<file path="src/rtl/ssl_pkg.sv">
// Shared constants and types for the shortest supersequence length block.
// No dependencies; every other file depends on this package.
package ssl_pkg;

	localparam int MAX_LEN_DEF = 1024;	// default string capacity
	localparam int CMD_W       = 2;
	localparam int CHAR_W      = 8;
	localparam int LEN_W       = 12;	// result length field

	typedef enum logic [CMD_W-1:0] {
		CMD_FIRST  = 2'd0,	// byte of first string
		CMD_SECOND = 2'd1,	// byte of second string
		CMD_FINISH = 2'd2	// emit result, clear state
	} cmd_t;

	// control part of a token moving down the cell row
	typedef struct packed {
		logic valid;
		logic finish;	// 1: finish sweep, 0: second-string byte
	} tok_ctl_t;

endpackage

</file>
<file path="src/rtl/ssl_cell.sv">
// One cell of the LCS row: holds one first-string byte and its row value.
// Depends on ssl_pkg (tok_ctl_t, CHAR_W).
module ssl_cell #(
	parameter int VAL_W = 11
) (
	input  logic                       clk,
	input  logic                       arst_n,
	input  logic                       load,
	input  logic [ssl_pkg::CHAR_W-1:0] load_char,
	input  ssl_pkg::tok_ctl_t          tok_in,
	input  logic [ssl_pkg::CHAR_W-1:0] chr_in,
	input  logic [VAL_W-1:0]           left_in,
	input  logic [VAL_W-1:0]           diag_in,
	output ssl_pkg::tok_ctl_t          tok_out,
	output logic [ssl_pkg::CHAR_W-1:0] chr_out,
	output logic [VAL_W-1:0]           left_out,
	output logic [VAL_W-1:0]           diag_out
);
	import ssl_pkg::*;

	logic [CHAR_W-1:0] a_q;
	logic              vld_q;
	logic [VAL_W-1:0]  row_q;
	tok_ctl_t          tok_q;
	logic [CHAR_W-1:0] chr_q;
	logic [VAL_W-1:0]  left_q;
	logic [VAL_W-1:0]  diag_q;
	logic [VAL_W-1:0]  cell_val;

	always_comb begin
		if (a_q == chr_in) begin
			cell_val = diag_in + VAL_W'(1);
		end else if (left_in > row_q) begin
			cell_val = left_in;
		end else begin
			cell_val = row_q;
		end
	end

	// control and row state
	always_ff @(posedge clk or negedge arst_n) begin
		if (!arst_n) begin
			vld_q <= 1'b0;
			row_q <= '0;
			tok_q <= '0;
		end else begin
			tok_q <= tok_in;
			if (load) begin
				vld_q <= 1'b1;
			end
			if (tok_in.valid) begin
				if (tok_in.finish) begin
					vld_q <= 1'b0;
					row_q <= '0;
				end else if (vld_q) begin
					row_q <= cell_val;
				end
			end
		end
	end

	// payload
	always_ff @(posedge clk) begin
		if (load) begin
			a_q <= load_char;
		end
		chr_q <= chr_in;
		if (tok_in.finish) begin
			left_q <= vld_q ? row_q : left_in;
			diag_q <= left_in;
		end else if (vld_q) begin
			left_q <= cell_val;
			diag_q <= row_q;
		end else begin
			// past the end of the first string: carry the last value along
			left_q <= left_in;
			diag_q <= left_in;
		end
	end

	assign tok_out  = tok_q;
	assign chr_out  = chr_q;
	assign left_out = left_q;
	assign diag_out = diag_q;

endmodule
</file>
<file path="config.mk">
export PLATFORM = sky130hd
export DESIGN_NAME = ssl_cell
export DESIGN_NICKNAME = d
export VERILOG_FILES = /design/src/rtl/ssl_pkg.sv /design/src/rtl/ssl_cell.sv
export SDC_FILE = /design/constraint.sdc
export NUM_CORES = 1
export LEC_CHECK = 0
export ABC_AREA = 1
export CORE_MARGIN = 1
export CORE_UTILIZATION = 55
export CTS_BUF_LIST = sky130_fd_sc_hd__clkbuf_4 sky130_fd_sc_hd__clkbuf_8
export DETAILED_ROUTE_END_ITERATION = 7
export DONT_BUFFER_PORTS = 1
export PLACE_DENSITY_LB_ADDON = 0.25
export REMOVE_ABC_BUFFERS = 1
export SETUP_SLACK_MARGIN = 0.05
export SLEW_MARGIN = 15
export SYNTH_ARGS = -nofsm -noshare
export SYNTH_HDL_FRONTEND = slang
export SYNTH_SLANG_ARGS = --single-unit
</file>
<file path="constraint.sdc">
create_clock -name clk -period 4 [get_ports clk]
set_clock_uncertainty 0.2 [all_clocks]
set_input_delay 0 -clock clk [delete_from_list [all_inputs] [get_ports clk]]
set_output_delay 0 -clock clk [all_outputs]
set_load 0.005 [all_outputs]
</file>
==> Yosys cells after proc, flatten, opt, wreduce, memory -nomap -nowiden <==
Index checks and enable logic that the tools add are counted.
{ "totals": {"register_bits": 52, "input_bits": 43, "out_inout_bits": 32, "word_cells": 24} }
{ "op_classes": {"addsub": 1, "n_lt_le_gt_ge": 1, "eq_ne": 1, "n_mux": 11, "n_reduce_logical": 2} }
{ "op_table": {"columns": ["cell", "n"], "rows": [
  ["two-way mux 11 bit", 8],
  ["adder 11 x 1 -> 11 bit (second input constant)", 1],
  ["> comparator 11 bit", 1],
  ["equality test 8 bit", 1],
  ["two-way mux 1 bit", 3],
  ["AND reduction 2 bit", 1],
  ["nonzero test 2 bit", 1]
]} }

==> Longest topological paths before layout <==
Gate-level depths: netlist of run 1.
{ "logic_depth": {"word_depth": 5, "mapped_depth": 15, "ltp_nobuf": 14} }

==> Worst setup path after synthesis of run 1 <==
No wires, ideal clock.
{ "synth_path": {"path_type": "register to register", "start": "register row_q[6]", "end": "register left_q[4], in the netlist left_out[4]", "setup_time_ns": 0.120, "arrival_ns": 1.570, "required_ns": 3.680, "path_slack_ns": 2.110, "path_stages_with_launch": 15, "path_buffers": 1, "period_less_slack_ns": 1.890, "path_cell_list": "dfrtp_1 -> inv_1 -> ha_1 -> nand2_1 -> inv_1 -> nand2_1 -> inv_1 -> nand4_4 -> nand2_4 -> buf_6 -> nand2_2 -> nand3_1 -> nand2_1 -> nand2_1 -> nand3_1"} }
{ "synth_between": {"elab_chain_len": 5} }
{ "synth_rtl": {"columns": ["element", "line", "source"], "rows": [
  ["start: declaration", "ssl_cell.sv:23", "logic [VAL_W-1:0] row_q;"],
  ["start signal: assignment", "ssl_cell.sv:56", "row_q <= cell_val;"],
  ["> comparator 11 bit", "ssl_cell.sv:33", "end else if (left_in > row_q) begin"],
  ["two-way mux 11 bit", "ssl_cell.sv:33", null],
  ["two-way mux 11 bit", "ssl_cell.sv:31", "if (a_q == chr_in) begin"],
  ["two-way mux 11 bit", "ssl_cell.sv:71", "end else if (vld_q) begin"],
  ["two-way mux 11 bit", "ssl_cell.sv:68", "if (tok_in.finish) begin"],
  ["end signal: assignment", "ssl_cell.sv:69", "left_q <= vld_q ? row_q : left_in;"],
  ["end signal: assignment", "ssl_cell.sv:72", "left_q <= cell_val;"],
  ["end signal: assignment", "ssl_cell.sv:76", "left_q <= left_in;"],
  ["end: declaration", "ssl_cell.sv:26", "logic [VAL_W-1:0] left_q;"]
]} }
Every way passes these cells.
A chain may end at the register's enable or synchronous reset.

==> Worst setup path in the final report of run 1 <==
{ "layout_path": {"start": "input diag_in[2]", "end": "register left_q[9], in the netlist left_out[9]"} }
{ "layout_between": {"elab_chain_len": 4} }
{ "layout_rtl": {"columns": ["element", "line", "source"], "rows": [
  ["start: declaration", "ssl_cell.sv:13", "input logic [VAL_W-1:0] diag_in,"],
  ["adder 11 x 1 -> 11 bit", "ssl_cell.sv:32", "cell_val = diag_in + VAL_W'(1);"],
  ["two-way mux 11 bit", "ssl_cell.sv:31", null],
  ["two-way mux 11 bit", "ssl_cell.sv:71", null],
  ["two-way mux 11 bit", "ssl_cell.sv:68", null]
]} }
Every way passes these cells.

==> results of run 1 <==
[timing repair]
action	CTS	global route
buffers inserted	0	0
hold endpoints to repair	74	0
resized for setup	0	0
hold buffers	55	0
[power groups by stage]
stage | registers [mW] | clock network (mW) | logic (mW)
after floorplan | 0.635 | 0 | 0.189
after global placement | 0.646 | 0 | 0.227
after detailed placement | 0.647 | 0 | 0.232
after CTS | 0.635 | 0.312 | 0.304
after global routing | 0.643 | 0.334 | 0.351
final | 0.637 | 0.310 | 0.313
[flip-flops by register name, indices dropped and copies added (netlist names)]
register  cells
chr_out       8
a_q           8
diag_out     11
vld_q         1
left_out     11
tok_out       2
row_q        11
[worst max-delay path, stage by stage]
cell and delay (ns):
dlygate4sd3_1 0.67, nand3_2 0.14, nor2_2 0.11, nand2_1 0.09
nor2_2 0.14, nand4_1 0.08, dlygate4sd3_1 0.57, nand3_1 0.09
dlygate4sd3_1 0.57, nand2_1 0.06, dlygate4sd3_1 0.57, nand2_1 0.06
nand3_1 0.08
[per-layer routing]
layer  part of all wire [%]  vias up  global-route usage [%]
li1                       -     1242                       -
met1                     42     1155                    35.8
met4                    2.7        0                    12.4
met2                     47      133                    44.7
met5                      0        -                       0
met3                    8.1       20                    4.58
[cell families (layout without fill, tap and decap cells)]
kind of cell / Yosys count / in the layout / share of synthesized area [%]
buf+inv: 64 / 119 / 10.7
xor+xnor: 2 / 2 / 0.641
compound gates: 25 / 25 / 5.13
fa+ha+maj: 12 / 12 / 5.49
flops: 52 / 52 / 43.6
simple gates: 201 / 201 / 34.5
[cells in the final DEF, fill, tap and decap left out, types with 8 or more instances in the layout]
| cell type | netlist | routed |
|---|---|---|
| dfrtp_1 | 14 | 14 |
| dfxtp_1 | 30 | 30 |
| dlygate4sd3_1 | 0 | 55 |
| edfxtp_1 | 8 | 8 |
| ha_1 | 12 | 12 |
| inv_1 | 51 | 51 |
| nand2_1 | 111 | 111 |
| nand2_2 | 12 | 12 |
| nand3_1 | 52 | 52 |
| o21ai_0 | 16 | 16 |
[how the worst min path moves through the flow]
stage / endpoint / slack [ns] / cells after the start
CTS: row_q[10] / 0.004 / 3
floorplan: row_q[0] / -0.50 / 0
global placement: row_q[4] / -0.50 / 0
detailed placement: row_q[4] / -0.50 / 0
finish: row_q[0] / -0.004 / 1
global route: chr_out[6] / 0.02 / 1
[layout make-up]
class	instances	area [sq um]
Fill cell	366	1370
Inverter	54	203
Sequential cell	52	1190
Clock buffer	6	76.3
Tap cell	67	83.8
Multi-Input combinational cell	240	1250
Timing Repair Buffer	57	566
Clock inverter	2	16.3
==> flow_summary.toml, run 1 <==
[route]
vias = 2550
wl_per_cell_um = 14.5
viasPerCell = 5.33
route.detailed.drc = 0
ant_nets = 0
wl_mm = 6.91
drt_first_pass_iters = 5
dr.first_iter.drc_count = 324

[grt]
first_global_vias = 2377
grt_pass1_wl_mm = 10.9
grtUsageTotal_pct = 27.4
grt_max_degree = 23
antenna_found_initial = 0
grt-ovfl-total = 0

[timing]
slew_violations = 0
fin_setup_tns_ns = 0
setup_viol = 0
min_period_ns = 3.24
whs_ns = -0.00412
clock.fmax_mhz = 309
tightest_slew_ns = 0.909
fin_crit_sh_pct = 81.0
slew_headroom_pct = 38.7
rsz0062_at_grt = "false"
fin_ws_ns = 0.761
finalHoldViolCount = 6

[cts]
insertion_delay_ns = 0.31
cts_tree = "built"
cts_sinks = 52
clkSlewWorstSetupHoldPaths_ns = 0.10
cts_buffers = 5
cts_root_buffer = "clkbuf_8"
clock_path_buffers = 2
htreeDepth = 2

[floorplan]
core_sq_um = 4750
die_y_um = 72.5
die_area_sq_um = 5260
fp.dieW_um = 72.5
start_util_pct = 57.5
rows = 25
pin_count = 75

[synthesis]
synth_async_sr_flop_share_pct = 26.9
ys_seq_area_share_pct = 43.6
netlist_top_cells_count = "111 x nand2_1, 52 x nand3_1, 51 x inv_1"
avgSynthCellArea_sq_um = 7.68
yosys_warnings = 0
synth_seq_cells = 52
synth_area_sq_um = 2730
synth_edf_count = 8
synthCells = 356
post-synth-top-count-cell = "nand2_1"
synth_area_leaders = "dfxtp_1 22%, nand2_1 15%, dfrtp_1 13%"
synth.top_cell.area_share_pct = 22.0
synth_top_area_cell = "dfxtp_1"
ys.flop_type = "dfxtp_1"
synth_cell_types = 33

[place]
port_buffers = 0
dpl_cell_area_sq_um = 2740
gp_congestion = 0.848
hpwlAfterDp_mm = 4.26
dp_cells = 415
pre_cts_ws_ns = 1.48

[critical_path]
endpoint = "left_out[9]"
crit_arrival_ns = 3.24
reg2reg_to = "left_out[7]"
cp-startpoint = "diag_in[2]"
start_kind = "primary input"
crit_fanout = 4
rr_startpoint = "a_q[2]"
worstPathRequired_ns = 4.00
path_class = "primary input to flop"
rr_worst_depth = 11
worstSetupEndpointType = "flop"
reg2reg_slack_ns = 0.82

[power]
p_per_area_nw_per_um2 = 372
finalPower_mw = 1.26
internal_power_mw = 0.858
seq_power_share_pct = 50.6
peakVddDrop_mv = 0.184
swShare_pct = 31.8
p_leak_nw = 1.65
power_frac_comb_pct = 24.8
power.share.clock_pct = 24.6
p_sw_mw = 0.401

[layout]
num_antenna_cells = 0
final_area_sq_um = 3390
area_growth_pct = 23.8
drive_gt1_share_pct = 9.25
stdcell_count = 478
num-nets-final = 465
final_util_pct = 71.2

[job]
max_cap_violations = 0

[outcome]
violations = "negative hold slack"
status = "complete, but fails checks"

[worst_hold_path]
hp-class = "primary input to async pin"
Power figures use the tool's default switching activity.
==> run 2, diff against run 1 <==
==> constraint.sdc (replaced) <==
create_clock -name clk -period 3.1 [get_ports clk]
set_clock_uncertainty 0.2 [all_clocks]
set_input_delay 0 -clock clk [delete_from_list [all_inputs] [get_ports clk]]
set_output_delay 0 -clock clk [all_outputs]
set_load 0.005 [all_outputs]
==> run 2 against run 1 <==
The flow still finishes with violations (negative hold slack). Flip-flop and latch count unchanged. Clock power is 28% higher. Setup slack worse by 0.49 ns. Core utilization fell by 0.16 points. Critical path depth shrank 2. Sequential share of layout area increased by 0.078 points. Count of clock-buffer cells in the layout unchanged. Highest routed layer unchanged. Cell area decreased by 0.22%. Combinational power grew 27%. Register-to-register slack worse by 0.49 ns. Final cell count is 0.21% lower. Global-route usage decreased by 0.81 points.
==> flow_summary.toml, run 2 (synthesis results as in run 1) <==
[layout]
num-nets-final = 464
final_cell_mix = "111 x nand2_1, 53 x dlygate4sd3_1, 52 x nand3_1"
num_antenna_cells = 0
area_growth_pct = 23.6
final_util_pct = 71.1
drive_gt1_share_pct = 9.51
layout_commonest_cell = "nand2_1"
stdcell_count = 477

[place]
dp_cells = 416
gp_congestion = 0.884
port_buffers = 0
hpwlAfterDp_mm = 4.19

[timing]
fin_setup_tns_ns = 0
setup_viol = 0
whs_ns = -0.00265
slew_violations = 0
rsz0062_at_grt = "false"
slew_headroom_pct = 49.0
min_period_ns = 2.83
clock.fmax_mhz = 354
fin_crit_sh_pct = 91.1
finalHoldViolCount = 6
tightest_slew_ns = 0.763

[floorplan]
fp.dieW_um = 72.5
die_area_sq_um = 5260
start_util_pct = 57.5
rows = 25
die_y_um = 72.5
pin_count = 75
core_sq_um = 4750

[route]
vias = 2462
drt_first_pass_iters = 5
route.detailed.drc = 0
wl_mm = 6.60
viasPerCell = 5.16
dr.first_iter.drc_count = 265
wl_per_cell_um = 13.8
ant_nets = 0

[cts]
htreeDepth = 2
cts_setup_buffers = 0
cts_sinks = 52
clock_path_buffers = 2
insertion_delay_ns = 0.31
cts_root_buffer = "clkbuf_8"
cts_tree = "built"
clkSlewWorstSetupHoldPaths_ns = 0.10
cts_buffers = 5

[power]
peakVddDrop_mv = 0.317
seq_power_share_pct = 50.7
p_per_area_nw_per_um2 = 478
power_frac_comb_pct = 24.7
power.share.clock_pct = 24.6
internal_power_mw = 1.11
swShare_pct = 31.5
p_leak_nw = 1.65
p_sw_mw = 0.509

[grt]
first_global_vias = 2341
grt_use_met3_pct = 4.86
use_met1_pct = 36.1
busiest_layer = "met2"
grt_max_degree = 23
grtUsageTotal_pct = 26.6
use_met2_pct = 43.9
grt-ovfl-total = 0
antenna_found_initial = 0
grt_pass1_wl_mm = 10.7

[outcome]
status = "complete, but fails checks"
violations = "negative hold slack"

[critical_path]
worstSetupEndpointType = "flop"
path_class = "primary input to flop"
start_kind = "primary input"
crit_fanout = 3
worstPathRequired_ns = 3.11
crit_arrival_ns = 2.83

[worst_hold_path]
hp-class = "primary input to async pin"

[job]
max_cap_violations = 0
run 2: changes by cell type in the layout (fill, tap and decap cells not counted), sizes merged:
cell,before,now
buf,2,3
dlygate4sd3,55,53
run 2: through the flow:
stage	power, mW	worst slack (ns)	cell area, sq um
floorplan	1.06	0.626	2640
global placement	1.13	0.918	2750
detailed placement	1.13	0.887	2750
CTS	1.61	0.273	3370
global route	1.70	0.0905	3380
finish	1.61	0.275	3380
run 2: final timing paths:
path | from | end | slack (ns) | cells after the start
setup / recovery | diag_in[1] | row_q[10] | 0.27 | 11
hold / removal | arst_n | tok_out[1] | -0.003 | 1
setup reg to reg | a_q[7] | row_q[3] | 0.33 | 12
hold reg to reg | row_q[10] | row_q[10] | 0.33 | 2
max in group asynchronous | arst_n | row_q[2] | 2.21 | 1
min in group clk | chr_in[6] | chr_out[6] | 0.04 | 1
run 2: routing by layer:
layer / wire (um) / part of all wire, %
met1: 2790 / 42
met2: 3160 / 48
met3: 536 / 8.1
met4: 110 / 1.7
met5: 0 / 0
run 2: layout make-up:
class                   count  area [sq um]
repair buffers             56           553
inverters                  54           203
fillers                   377          1380
well taps                  67          83.8
clock buffers               6          76.3
clock inverters             2          16.3
multi-input cells         240          1250
flip-flops and latches     52          1190
run 2: what timing repair did:
item,4_1_cts,5_1_grt
setup endpoints to repair,0,1
gates resized for setup,0,1
hold endpoints to repair,74,0
hold buffers,53,0
run 2: power groups by stage:
stage	logic, mW	clock network (mW)	registers [mW]
finish	0.398	0.398	0.819
global route	0.450	0.423	0.829
floorplan	0.244	0	0.820
detailed placement	0.301	0	0.833
global placement	0.295	0	0.832
CTS	0.390	0.403	0.818
run 2: worst max-delay path, stage by stage:
cell           delay [ns]
dlygate4sd3_1        0.53
ha_1                 0.23
nand4_1              0.17
nor2_1               0.16
nand2_1              0.11
o21ai_0              0.18
dlygate4sd3_1        0.58
nand3b_1             0.13
dlygate4sd3_1        0.61
nand2_1              0.07
o21ai_1              0.05
